[config.mk]
export PLATFORM = sky130hd
export DESIGN_NAME = utc_to_local_calendar
export DESIGN_NICKNAME = d
export VERILOG_FILES = /design/src/hdl/ulc_pkg.sv /design/src/hdl/ulc_wrap.sv /design/src/hdl/ulc_hms.sv /design/src/hdl/ulc_civil.sv /design/src/hdl/utc_to_local_calendar.sv
export VERILOG_INCLUDE_DIRS = /design/src /design/src/hdl
export SDC_FILE = /design/constraint.sdc
export NUM_CORES = 2
export LEC_CHECK = 0
export BUFFER_PORTS_ARGS = -buffer_cell sky130_fd_sc_hd__buf_2
export CAP_MARGIN = 10
export CORE_MARGIN = 3
export CORE_UTILIZATION = 45
export DETAILED_ROUTE_END_ITERATION = 10
export SETUP_SLACK_MARGIN = 0.05
export SLEW_MARGIN = 20
export SYNTH_ARGS = -nofsm -noshare
export SYNTH_HDL_FRONTEND = slang
export SYNTH_HIERARCHICAL = 1
export SYNTH_SLANG_ARGS = --single-unit
[constraint.sdc]
create_clock -name clk_i -period 10 [get_ports clk_i]
set_input_delay 1 -clock clk_i [delete_from_list [all_inputs] [get_ports clk_i]]
set_output_delay 1 -clock clk_i [all_outputs]
set_load 0.1 [all_outputs]
[src/hdl/assert_macros.svh]
// ----------------------------------------------------------------------------
// assertion macros
// shared clocked assertion forms for the calendar converter
// ----------------------------------------------------------------------------
`ifndef ASSERT_MACROS_SVH
`define ASSERT_MACROS_SVH

// implication checked on every clock, off while in reset
`define ULC_ASSERT(lbl, prop, msg) \
  lbl: assert property (@(posedge clk_i) disable iff (!rst_ni) prop) \
    else $error(msg);

// condition in one cycle forces a condition in the next
`define ULC_ASSERT_NEXT(lbl, pre, post, msg) \
  lbl: assert property (@(posedge clk_i) disable iff (!rst_ni) (pre) |=> (post)) \
    else $error(msg);

`endif

[src/hdl/ulc_pkg.sv]
// ----------------------------------------------------------------------------
// ulc_pkg
// types, constants and small tables of the utc to local calendar converter
// ----------------------------------------------------------------------------
package ulc_pkg;

  localparam int unsigned NStages = 11;

  // time of day
  localparam logic [16:0] SecMax      = 17'd86399;
  localparam logic [18:0] SecsPerDay  = 19'd86400;
  localparam logic [16:0] SecsPerHour = 17'd3600;
  localparam logic [11:0] SecsPerMin  = 12'd60;
  // floor(x / 225) = (x * Recip225) >> 20 for x < 5400
  localparam logic [12:0] Recip225    = 13'd4661;
  // floor(x / 15) = (x * Recip15) >> 16 for x < 900
  localparam logic [12:0] Recip15     = 13'd4370;

  // calendar, day count shifted to start at 0000-03-01
  localparam int          DaysPerEra  = 146097;
  localparam logic [19:0] ZEpoch      = 20'd730425;  // 10957 + 719468
  localparam logic [19:0] Era4Start   = 20'(4 * DaysPerEra);
  localparam logic [19:0] Era5Start   = 20'(5 * DaysPerEra);
  localparam logic [11:0] Era4Year    = 12'd1600;
  localparam logic [11:0] Era5Year    = 12'd2000;
  // floor(x / 365) = (x * Recip365) >> 24 for x < 146097
  localparam logic [15:0] Recip365    = 16'd45965;
  // floor(x / 153) = (x * Recip153) >> 20 for x < 2048
  localparam logic [12:0] Recip153    = 13'd6854;
  // floor(x / 7) = (x * Recip7) >> 15 for x < 4096
  localparam logic [12:0] Recip7      = 13'd4682;

  typedef logic [NStages-1:0] stage_en_t;

  typedef struct packed {
    logic [4:0] hour;
    logic [5:0] minute;
    logic [5:0] second;
  } hms_t;

  typedef struct packed {
    logic [4:0]  day;
    logic [3:0]  month;
    logic [11:0] year;
    logic [2:0]  weekday;
  } date_t;

  // first day of year of each month of a march-based year
  function automatic logic [8:0] month_start(input logic [3:0] mp);
    logic [8:0] r;
    case (mp)
      4'd0:    r = 9'd0;
      4'd1:    r = 9'd31;
      4'd2:    r = 9'd61;
      4'd3:    r = 9'd92;
      4'd4:    r = 9'd122;
      4'd5:    r = 9'd153;
      4'd6:    r = 9'd184;
      4'd7:    r = 9'd214;
      4'd8:    r = 9'd245;
      4'd9:    r = 9'd275;
      4'd10:   r = 9'd306;
      4'd11:   r = 9'd337;
      default: r = 9'd0;
    endcase
    return r;
  endfunction

  // weekday offset per calendar month
  function automatic logic [2:0] week_offset(input logic [3:0] month);
    logic [2:0] r;
    case (month)
      4'd1:    r = 3'd0;
      4'd2:    r = 3'd3;
      4'd3:    r = 3'd2;
      4'd4:    r = 3'd5;
      4'd5:    r = 3'd0;
      4'd6:    r = 3'd3;
      4'd7:    r = 3'd5;
      4'd8:    r = 3'd1;
      4'd9:    r = 3'd4;
      4'd10:   r = 3'd6;
      4'd11:   r = 3'd2;
      4'd12:   r = 3'd4;
      default: r = 3'd0;
    endcase
    return r;
  endfunction

endpackage

[src/hdl/ulc_wrap.sv]
// ----------------------------------------------------------------------------
// ulc_wrap
// adds the utc offset and wraps into one local day, stages one and two
// ----------------------------------------------------------------------------
module ulc_wrap import ulc_pkg::*; (
  input  logic        clk_i,
  input  logic [1:0]  en_i,
  input  logic [16:0] utc_seconds_i,
  input  logic [15:0] days_i,
  input  logic [10:0] offset_i,
  output logic [16:0] ls_o,
  output logic [19:0] z_o
);

  logic [16:0]        secs_sat;
  logic signed [18:0] off_ext;
  logic signed [18:0] off60;
  logic signed [18:0] local_s;
  logic [18:0]        local_d, local_q;
  logic [15:0]        days_q;

  logic               neg, over;
  logic [18:0]        sum_add, sum_sub;
  logic [16:0]        ls_d, ls_q;
  logic [19:0]        z_d, z_q;

  // stage 1: saturate and add offset * 60
  always_comb begin
    secs_sat = (utc_seconds_i > SecMax) ? SecMax : utc_seconds_i;
    off_ext  = $signed({{8{offset_i[10]}}, offset_i});
    off60    = (off_ext <<< 6) - (off_ext <<< 2);
    local_s  = $signed({2'b00, secs_sat}) + off60;
    local_d  = local_s;
  end

  always_ff @(posedge clk_i) begin
    if (en_i[0]) begin
      local_q <= local_d;
      days_q  <= days_i;
    end
  end

  // stage 2: one wrap either way
  always_comb begin
    neg     = local_q[18];
    over    = !neg && (local_q >= SecsPerDay);
    sum_add = local_q + SecsPerDay;
    sum_sub = local_q - SecsPerDay;
    if (neg) begin
      ls_d = sum_add[16:0];
      z_d  = {4'b0000, days_q} + ZEpoch - 20'd1;
    end else if (over) begin
      ls_d = sum_sub[16:0];
      z_d  = {4'b0000, days_q} + ZEpoch + 20'd1;
    end else begin
      ls_d = local_q[16:0];
      z_d  = {4'b0000, days_q} + ZEpoch;
    end
  end

  always_ff @(posedge clk_i) begin
    if (en_i[1]) begin
      ls_q <= ls_d;
      z_q  <= z_d;
    end
  end

  assign ls_o = ls_q;
  assign z_o  = z_q;

endmodule

[src/hdl/ulc_hms.sv]
// ----------------------------------------------------------------------------
// ulc_hms
// splits local seconds of day into hour, minute and second
// ----------------------------------------------------------------------------
module ulc_hms import ulc_pkg::*; (
  input  logic        clk_i,
  input  stage_en_t   en_i,
  input  logic [16:0] ls_i,
  output hms_t        hms_o
);

  logic [25:0] p3;
  logic [4:0]  hour3_q, hour4_q, hour5_q;
  logic [16:0] ls3_q;
  logic [16:0] hsec4, diff4;
  logic [11:0] rem4_q, rem5_q;
  logic [22:0] p5;
  logic [5:0]  min5_q;
  logic [11:0] sdiff6;
  hms_t        pipe_q [5:NStages-1];

  assign p3     = 26'(ls_i[16:4]) * 26'(Recip225);
  assign hsec4  = 17'(hour3_q) * SecsPerHour;
  assign diff4  = ls3_q - hsec4;
  assign p5     = 23'(rem4_q[11:2]) * 23'(Recip15);
  assign sdiff6 = rem5_q - 12'(min5_q) * SecsPerMin;

  always_ff @(posedge clk_i) begin
    if (en_i[2]) begin
      hour3_q <= p3[24:20];
      ls3_q   <= ls_i;
    end
    if (en_i[3]) begin
      hour4_q <= hour3_q;
      rem4_q  <= diff4[11:0];
    end
    if (en_i[4]) begin
      hour5_q <= hour4_q;
      rem5_q  <= rem4_q;
      min5_q  <= p5[21:16];
    end
    if (en_i[5]) begin
      pipe_q[5] <= '{hour: hour5_q, minute: min5_q, second: sdiff6[5:0]};
    end
    // delay line to line up with the date path
    for (int k = 6; k < NStages; k++) begin
      if (en_i[k]) begin
        pipe_q[k] <= pipe_q[k-1];
      end
    end
  end

  assign hms_o = pipe_q[NStages-1];

endmodule

[src/hdl/ulc_civil.sv]
// ----------------------------------------------------------------------------
// ulc_civil
// civil-from-days date conversion and weekday, stages three to eleven
// ----------------------------------------------------------------------------
module ulc_civil import ulc_pkg::*; (
  input  logic        clk_i,
  input  stage_en_t   en_i,
  input  logic [19:0] z_i,
  output date_t       date_o
);

  // stage 3
  logic        era3;
  logic [19:0] doe_full;
  logic        era3_q;
  logic [17:0] doe3_q;
  // stage 4
  logic [31:0] p4;
  logic [2:0]  q36524;
  logic        era4_q;
  logic [17:0] doe4_q;
  logic [6:0]  q1460_q;
  logic [2:0]  q36524_q;
  logic        q146096_q;
  // stage 5
  logic        era5_q;
  logic [17:0] doe5_q, t5_q;
  // stage 6
  logic [33:0] p6;
  logic        era6_q;
  logic [17:0] doe6_q;
  logic [8:0]  yoe6_q;
  // stage 7
  logic [1:0]  yc;
  logic [17:0] base7, doy7;
  logic        era7_q;
  logic [8:0]  yoe7_q, doy7_q;
  logic [1:0]  yc7_q;
  // stage 8
  logic [10:0] v8;
  logic [23:0] p8;
  logic        era8_q;
  logic [8:0]  yoe8_q, doy8_q;
  logic [1:0]  yc8_q;
  logic [3:0]  mp8_q;
  // stage 9
  logic [11:0] yy9, wsum9;
  logic [8:0]  day9;
  logic [3:0]  month9;
  logic [4:0]  day9_q;
  logic [3:0]  month9_q;
  logic [11:0] year9_q, wsum9_q;
  // stage 10
  logic [4:0]  day10_q;
  logic [3:0]  month10_q;
  logic [11:0] year10_q, n10_q;
  // stage 11
  logic [24:0] p11;
  logic [11:0] rem11;
  date_t       date_q;

  always_comb begin
    era3     = (z_i >= Era5Start);
    doe_full = era3 ? (z_i - Era5Start) : (z_i - Era4Start);
    p4       = 32'(doe3_q[17:2]) * 32'(Recip365);
    q36524   = {2'b00, doe3_q >= 18'd36524} + {2'b00, doe3_q >= 18'd73048}
             + {2'b00, doe3_q >= 18'd109572} + {2'b00, doe3_q >= 18'd146096};
    p6       = 34'(t5_q) * 34'(Recip365);
    yc       = {1'b0, yoe6_q >= 9'd100} + {1'b0, yoe6_q >= 9'd200}
             + {1'b0, yoe6_q >= 9'd300};
    base7    = 18'(yoe6_q) * 18'd365 + 18'(yoe6_q[8:2]) - 18'(yc);
    doy7     = doe6_q - base7;
    v8       = 11'(doy7_q) * 11'd5 + 11'd2;
    p8       = 24'(v8) * 24'(Recip153);
    yy9      = 12'(yoe8_q) + (era8_q ? Era5Year : Era4Year);
    day9     = doy8_q - month_start(mp8_q) + 9'd1;
    month9   = (mp8_q < 4'd10) ? (mp8_q + 4'd3) : (mp8_q - 4'd9);
    // yy + yy/4 - yy/100 + yy/400, with yy/100 = 4*era + yoe/100 and yy/400 = era
    wsum9    = yy9 + {2'b00, yy9[11:2]} - {10'b0, yc8_q}
             - (era8_q ? 12'd15 : 12'd12);
    p11      = 25'(n10_q) * 25'(Recip7);
    rem11    = n10_q - 12'(p11[23:15]) * 12'd7;
  end

  always_ff @(posedge clk_i) begin
    if (en_i[2]) begin
      era3_q <= era3;
      doe3_q <= doe_full[17:0];
    end
    if (en_i[3]) begin
      era4_q    <= era3_q;
      doe4_q    <= doe3_q;
      q1460_q   <= p4[30:24];
      q36524_q  <= q36524;
      q146096_q <= (doe3_q >= 18'd146096);
    end
    if (en_i[4]) begin
      era5_q <= era4_q;
      doe5_q <= doe4_q;
      t5_q   <= doe4_q - 18'(q1460_q) + 18'(q36524_q) - 18'(q146096_q);
    end
    if (en_i[5]) begin
      era6_q <= era5_q;
      doe6_q <= doe5_q;
      yoe6_q <= p6[32:24];
    end
    if (en_i[6]) begin
      era7_q <= era6_q;
      yoe7_q <= yoe6_q;
      yc7_q  <= yc;
      doy7_q <= doy7[8:0];
    end
    if (en_i[7]) begin
      era8_q <= era7_q;
      yoe8_q <= yoe7_q;
      yc8_q  <= yc7_q;
      doy8_q <= doy7_q;
      mp8_q  <= p8[23:20];
    end
    if (en_i[8]) begin
      day9_q   <= day9[4:0];
      month9_q <= month9;
      // january and february of a march-based year fall in the next calendar year
      year9_q  <= yy9 + 12'(mp8_q >= 4'd10);
      wsum9_q  <= wsum9;
    end
    if (en_i[9]) begin
      day10_q   <= day9_q;
      month10_q <= month9_q;
      year10_q  <= year9_q;
      n10_q     <= wsum9_q + 12'(week_offset(month9_q)) + 12'(day9_q);
    end
    if (en_i[10]) begin
      date_q <= '{day: day10_q, month: month10_q, year: year10_q, weekday: rem11[2:0]};
    end
  end

  assign date_o = date_q;

endmodule

[src/hdl/utc_to_local_calendar.sv]
// ----------------------------------------------------------------------------
// utc_to_local_calendar
// utc time of day and day count to local time, calendar date and weekday
// ----------------------------------------------------------------------------
// Takes one request per clock and passes it through the eleven-stage
// pipeline, whose depth is set by the chain of reciprocal multiplications
// of the date conversion. Full throughput holds as long as the output
// side does not stall; an output stall fills empty stages first, so
// in_stall_o rises only when all eleven stages hold requests. Seconds
// above 86399 read as 86399. The utc offset register may be written only
// while no request is in flight.
`include "assert_macros.svh"

module utc_to_local_calendar import ulc_pkg::*; (
  input  logic        clk_i,
  input  logic        rst_ni,
  input  logic        cfg_we_i,
  input  logic [10:0] cfg_data_i,
  input  logic        in_valid_i,
  output logic        in_stall_o,
  input  logic [16:0] utc_seconds_i,
  input  logic [15:0] days_since_2000_i,
  output logic        out_valid_o,
  input  logic        out_stall_i,
  output logic [4:0]  hour_o,
  output logic [5:0]  minute_o,
  output logic [5:0]  second_o,
  output logic [4:0]  day_of_month_o,
  output logic [3:0]  month_o,
  output logic [11:0] year_o,
  output logic [2:0]  weekday_o
);

  logic [10:0] offset_q;
  stage_en_t   valid_d, valid_q;
  stage_en_t   ready;
  logic [16:0] ls;
  logic [19:0] z;
  hms_t        hms;
  date_t       date;

  always_ff @(posedge clk_i or negedge rst_ni) begin
    if (!rst_ni) begin
      offset_q <= '0;
    end else if (cfg_we_i) begin
      offset_q <= cfg_data_i;
    end
  end

  // a stage moves when it is empty or the stage after it moves
  always_comb begin
    ready[NStages-1] = !valid_q[NStages-1] || !out_stall_i;
    for (int k = NStages - 2; k >= 0; k--) begin
      ready[k] = !valid_q[k] || ready[k+1];
    end
    valid_d[0] = ready[0] ? in_valid_i : valid_q[0];
    for (int k = 1; k < NStages; k++) begin
      valid_d[k] = ready[k] ? valid_q[k-1] : valid_q[k];
    end
  end

  always_ff @(posedge clk_i or negedge rst_ni) begin
    if (!rst_ni) begin
      valid_q <= '0;
    end else begin
      valid_q <= valid_d;
    end
  end

  assign in_stall_o  = !ready[0];
  assign out_valid_o = valid_q[NStages-1];

  ulc_wrap u_wrap (
    .clk_i         (clk_i),
    .en_i          (ready[1:0]),
    .utc_seconds_i (utc_seconds_i),
    .days_i        (days_since_2000_i),
    .offset_i      (offset_q),
    .ls_o          (ls),
    .z_o           (z)
  );

  ulc_hms u_hms (
    .clk_i (clk_i),
    .en_i  (ready),
    .ls_i  (ls),
    .hms_o (hms)
  );

  ulc_civil u_civil (
    .clk_i  (clk_i),
    .en_i   (ready),
    .z_i    (z),
    .date_o (date)
  );

  assign hour_o         = hms.hour;
  assign minute_o       = hms.minute;
  assign second_o       = hms.second;
  assign day_of_month_o = date.day;
  assign month_o        = date.month;
  assign year_o         = date.year;
  assign weekday_o      = date.weekday;

  `ULC_ASSERT(a_stall_only_full, in_stall_o |-> (&valid_q), "input stalled with a free stage")
  `ULC_ASSERT_NEXT(a_last_moves, valid_q[NStages-2] && !out_stall_i, out_valid_o, "request lost before output")
  `ULC_ASSERT(a_time_range, out_valid_o |-> (hour_o < 5'd24 && minute_o < 6'd60 && second_o < 6'd60), "local time out of range")
  `ULC_ASSERT(a_date_range, out_valid_o |-> (month_o != 4'd0 && month_o <= 4'd12 && day_of_month_o != 5'd0 && weekday_o != 3'd7), "date out of range")

endmodule
==> metrics.txt <==
# TYPE chip_impl_metric gauge
chip_impl_metric{name="worstPathArrival",unit="ps"} 8260
chip_impl_metric{name="antenna_found_initial",unit=""} 0
chip_impl_metric{name="cts_setup_buffers",unit=""} 0
chip_impl_metric{name="num-nets-final",unit=""} 4613
chip_impl_metric{name="post_cts_sizing_count",unit=""} 0
chip_impl_info{name="worstHoldPathType",value="input port to async pin"} 1
chip_impl_metric{name="timing.clock.skew",unit="ps"} 20.7
chip_impl_metric{name="viasPerCell",unit=""} 4.92
chip_impl_metric{name="placement.cell_area",unit="sq um"} 42100
chip_impl_metric{name="worst_reg2reg_path_length_in_cells",unit=""} 30
chip_impl_metric{name="worst_path_largest_cell_delay",unit="ps"} 540
chip_impl_metric{name="synth.distinct_cells",unit=""} 97
chip_impl_info{name="crit_slowest_cell",value="sky130_fd_sc_hd__fa_1"} 1
chip_impl_info{name="outcome",value="finished clean"} 1
chip_impl_metric{name="site_rows",unit=""} 109
chip_impl_metric{name="dp.cells",unit=""} 4584
chip_impl_info{name="cts-root-buf",value="sky130_fd_sc_hd__clkbuf_16"} 1
chip_impl_info{name="rsz_0062_raised_after_global_routing",value="no"} 1
chip_impl_metric{name="syn_nets",unit=""} 4499
chip_impl_metric{name="cp.required",unit="ps"} 10530
chip_impl_info{name="worstSetupStartpoint",value="u_civil/doy7_q[1]"} 1
chip_impl_metric{name="number_of_enable_type_register_cells_in_the_synthesized_netlist",unit=""} 453
chip_impl_metric{name="grt_start_max_net_pins",unit=""} 59
chip_impl_metric{name="h-tree-depth",unit=""} 2
chip_impl_metric{name="die_x",unit="microns"} 305
chip_impl_metric{name="firstDrtPassIters",unit=""} 4
chip_impl_metric{name="dp_hpwl",unit="microns"} 56700
chip_impl_metric{name="finalSetupViolCount",unit=""} 0
chip_impl_metric{name="floorplan.die.height",unit="microns"} 305
chip_impl_metric{name="grt_pass1_vias",unit=""} 24338
chip_impl_info{name="synth_ff_type",value="sky130_fd_sc_hd__edfxtp_1"} 1
chip_impl_metric{name="timing.max_cap.violations",unit=""} 0
chip_impl_info{name="critical_setup_path_class",value="flop to flop"} 1
chip_impl_metric{name="cts_hold_buf",unit=""} 0
chip_impl_metric{name="final_min_period_over_clock_period",unit="%"} 77.3
chip_impl_metric{name="final_layout_size_suffix_gt1_share",unit="%"} 6.74
chip_impl_metric{name="clkSlewWorstSetupHoldPaths",unit="ps"} 60
chip_impl_metric{name="antenna_violating_nets_post_route",unit=""} 0
chip_impl_info{name="post-synth-top-count-cell",value="sky130_fd_sc_hd__ha_1"} 1
chip_impl_metric{name="ys.warnings.count",unit=""} 6
chip_impl_metric{name="finalHoldViolations",unit=""} 0
chip_impl_metric{name="timing.reg2reg.setup_slack",unit="ps"} 2270
chip_impl_metric{name="synthArstFlopShare",unit="%"} 4.55
chip_impl_metric{name="floorplan.initialDensity",unit="%"} 45.5
chip_impl_metric{name="port_buffers",unit=""} 91
chip_impl_metric{name="synth.top_cell.area_share",unit="%"} 33.7
chip_impl_metric{name="post-route-cell-area",unit="sq um"} 43900
chip_impl_metric{name="clock_sinks",unit=""} 483
chip_impl_info{name="post-synth-top-area-cell",value="sky130_fd_sc_hd__edfxtp_1"} 1
chip_impl_info{name="worstSetupEndpointType",value="flop"} 1
chip_impl_info{name="start_kind",value="flop"} 1
chip_impl_info{name="timing.critical_path.mode_cell",value="sky130_fd_sc_hd__ha_1"} 1
chip_impl_metric{name="routed_wl",unit="microns"} 69700
chip_impl_info{name="clock_tree_from_tritoncts",value="built"} 1
chip_impl_metric{name="ys_ff_latch",unit=""} 483
chip_impl_metric{name="floorplan.die_area",unit="sq um"} 93300
chip_impl_metric{name="final-max-slew-violation-count",unit=""} 0
chip_impl_metric{name="layout_min_cycle_time",unit="ps"} 7730
chip_impl_metric{name="critical_path.max_fanout",unit=""} 6
chip_impl_metric{name="top_level_ports",unit=""} 92
chip_impl_metric{name="gr-total-overflow",unit=""} 0
chip_impl_metric{name="clk-insertion-delay-late",unit="ps"} 610
chip_impl_metric{name="utilization",unit="%"} 49.5
chip_impl_metric{name="nFillCells",unit=""} 7929
chip_impl_metric{name="gp_congestion",unit=""} 0.836
chip_impl_info{name="startpoint_of_the_worst_register_to_register_path",value="u_civil/doy7_q[1]"} 1
chip_impl_metric{name="routed-via-count",unit=""} 23049
chip_impl_metric{name="syn_to_layout_area_delta",unit="%"} 8.80
chip_impl_metric{name="grt_pass1_wl",unit="microns"} 120000
chip_impl_metric{name="avg_cell_area_syn",unit="sq um"} 12.0
chip_impl_metric{name="drt-wirelength-per-cell",unit="microns"} 14.9
chip_impl_info{name="synth.cells.most_frequent",value="sky130_fd_sc_hd__ha_1 (751), sky130_fd_sc_hd__inv_1 (697), sky130_fd_sc_hd__edfxtp_1 (453)"} 1
chip_impl_info{name="largest_cells_by_area_after_synthesis",value="sky130_fd_sc_hd__edfxtp_1 (34%), sky130_fd_sc_hd__ha_1 (23%), sky130_fd_sc_hd__fa_1 (17%), sky130_fd_sc_hd__inv_1 (6.5%), sky130_fd_sc_hd__xnor2_1 (3.1%)"} 1
chip_impl_metric{name="longest_clk_path_bufs",unit=""} 3
chip_impl_metric{name="globalRouteTotalUtil",unit="%"} 15.7
chip_impl_metric{name="timing.setup.tns",unit="ps"} 0
chip_impl_metric{name="cts_buffers",unit=""} 53
chip_impl_metric{name="route.detailed.drc",unit=""} 0
chip_impl_metric{name="post_layout_nonfiller_instances",unit=""} 4684
chip_impl_metric{name="max_freq",unit="GHz"} 0.129
chip_impl_metric{name="worst-slew-pin-transition",unit="ps"} 975
chip_impl_metric{name="drt_first_iter_violations",unit=""} 799
chip_impl_metric{name="syn_inst",unit=""} 3361
chip_impl_metric{name="fp.coreArea",unit="sq um"} 88600
chip_impl_metric{name="yosysSeqAreaShare",unit="%"} 35.5
chip_impl_metric{name="syn_area",unit="sq um"} 40400
chip_impl_metric{name="timing.slew.headroom",unit="%"} 34.9
==> flip-flops by register name (all words and copies together) (netlist names), 11 cells and up, named ones only <==
signal and cells:
u_civil/wsum9_q 12, u_civil/date_o 24, u_civil/n10_q 12, u_hms/pipe_q 102, u_civil/doe4_q 18, u_civil/doe3_q 18, u_wrap/ls_o 17, u_hms/ls3_q 12
u_wrap/z_o 20, u_civil/t5_q 18, u_wrap/days_q 16, offset_q 11, valid_q 11, u_civil/year10_q 12, u_wrap/local_q 19, u_hms/rem4_q 12
u_civil/year9_q 12
==> kinds of logic (layout without fill, tap and decap cells) <==
family / Yosys count / count (layout) / synth area share (%)
other: 1 / 2 / 0.00929
DFF: 483 / 483 / 35.5
AOI/OAI and AO/OA: 402 / 402 / 6.79
xor gates and xnor gates: 214 / 214 / 4.66
muxes: 29 / 29 / 0.806
adders and majority gates: 1089 / 1089 / 40.1
buffers and inverters: 741 / 898 / 7.14
and+or+nand+nor: 402 / 402 / 5.07
==> layout make-up <==
class / count / area [sq um] / area share, %
multi-input cells: 2137 / 23200 / 52.8
flip-flops and latches: 483 / 14300 / 32.6
inverters: 700 / 2630 / 5.99
well taps: 1165 / 1460 / 3.32
clock buffers: 67 / 1400 / 3.19
repair buffers: 100 / 527 / 1.20
clock inverters: 31 / 379 / 0.863
diodes: 1 / 2.50 / 0.00570
==> cell usage in the layout, fill, tap and decap left out, types with 8 or more instances in the layout <==
cell | Yosys | final
sky130_fd_sc_hd__o21ai_0 | 71 | 71
sky130_fd_sc_hd__nor3_1 | 23 | 23
sky130_fd_sc_hd__inv_1 | 697 | 697
sky130_fd_sc_hd__o21a_1 | 26 | 26
sky130_fd_sc_hd__buf_4 | 19 | 8
sky130_fd_sc_hd__o211ai_1 | 15 | 15
sky130_fd_sc_hd__dfxtp_1 | 8 | 8
sky130_fd_sc_hd__or3_1 | 14 | 14
sky130_fd_sc_hd__nand2b_1 | 27 | 27
sky130_fd_sc_hd__xor2_1 | 68 | 68
sky130_fd_sc_hd__a31oi_1 | 14 | 14
sky130_fd_sc_hd__fa_1 | 338 | 338
sky130_fd_sc_hd__a311oi_1 | 10 | 10
sky130_fd_sc_hd__xnor2_1 | 145 | 145
sky130_fd_sc_hd__a21oi_1 | 99 | 99
sky130_fd_sc_hd__clkbuf_1 | 12 | 12
sky130_fd_sc_hd__mux2_2 | 13 | 13
sky130_fd_sc_hd__ha_1 | 751 | 751
sky130_fd_sc_hd__a21o_1 | 52 | 52
sky130_fd_sc_hd__mux2i_1 | 13 | 13
sky130_fd_sc_hd__clkbuf_16 | 0 | 53
sky130_fd_sc_hd__a211oi_1 | 19 | 19
sky130_fd_sc_hd__nor2_1 | 85 | 85
sky130_fd_sc_hd__nand3_1 | 44 | 40
sky130_fd_sc_hd__buf_2 | 7 | 91
sky130_fd_sc_hd__nand2_1 | 107 | 104
sky130_fd_sc_hd__nor2b_1 | 18 | 18
sky130_fd_sc_hd__edfxtp_1 | 453 | 453
sky130_fd_sc_hd__and3_1 | 14 | 14
sky130_fd_sc_hd__o21bai_1 | 12 | 12
sky130_fd_sc_hd__o21ai_1 | 8 | 8
sky130_fd_sc_hd__nand4_1 | 18 | 18
sky130_fd_sc_hd__dfrtp_1 | 22 | 22
==> metrics by stage <==
stage / setup WS (ps) / hold slack (ps)
floorplan: 2830 / 400
global placement: 2440 / 401
detailed placement: 2290 / 405
CTS: 2220 / 366
global route: 1830 / 398
finish: 2270 / 407
==> how the worst min path moves through the flow <==
stage / from / endpoint / cells after the start
CTS: rst_ni / valid_q[8] / 1
global placement: u_civil/yoe7_q[0] / u_civil/yoe8_q[0] / 0
global route: rst_ni / valid_q[8] / 1
floorplan: u_civil/year10_q[7] / u_civil/date_o[10] / 0
finish: rst_ni / valid_q[8] / 1
detailed placement: u_civil/year10_q[8] / u_civil/date_o[11] / 0
==> routing by layer <==
metal / GRT usage, % / up-vias / wire [microns]
met5: 0 / - / 0
met4: 3.48 / 0 / 1410
met3: 1.99 / 87 / 1940
met2: 27.8 / 227 / 34800
met1: 20.5 / 11142 / 31600
li1: - / 11593 / -
==> worst max-delay path, delay by kind of cell, from the launching register on <==
kind | cells | cell delay [ps]
DFF | 1 | 490
and+or+nand+nor | 2 | 160
xor gates and xnor gates | 2 | 430
adders and majority gates | 9 | 3490
muxes | 2 | 560
AOI/OAI and AO/OA | 12 | 2260
buffers and inverters | 3 | 270
Power is left out: the tool's default activity adds up to more than one toggle a clock period on the data nets, which glitch-free logic cannot reach.
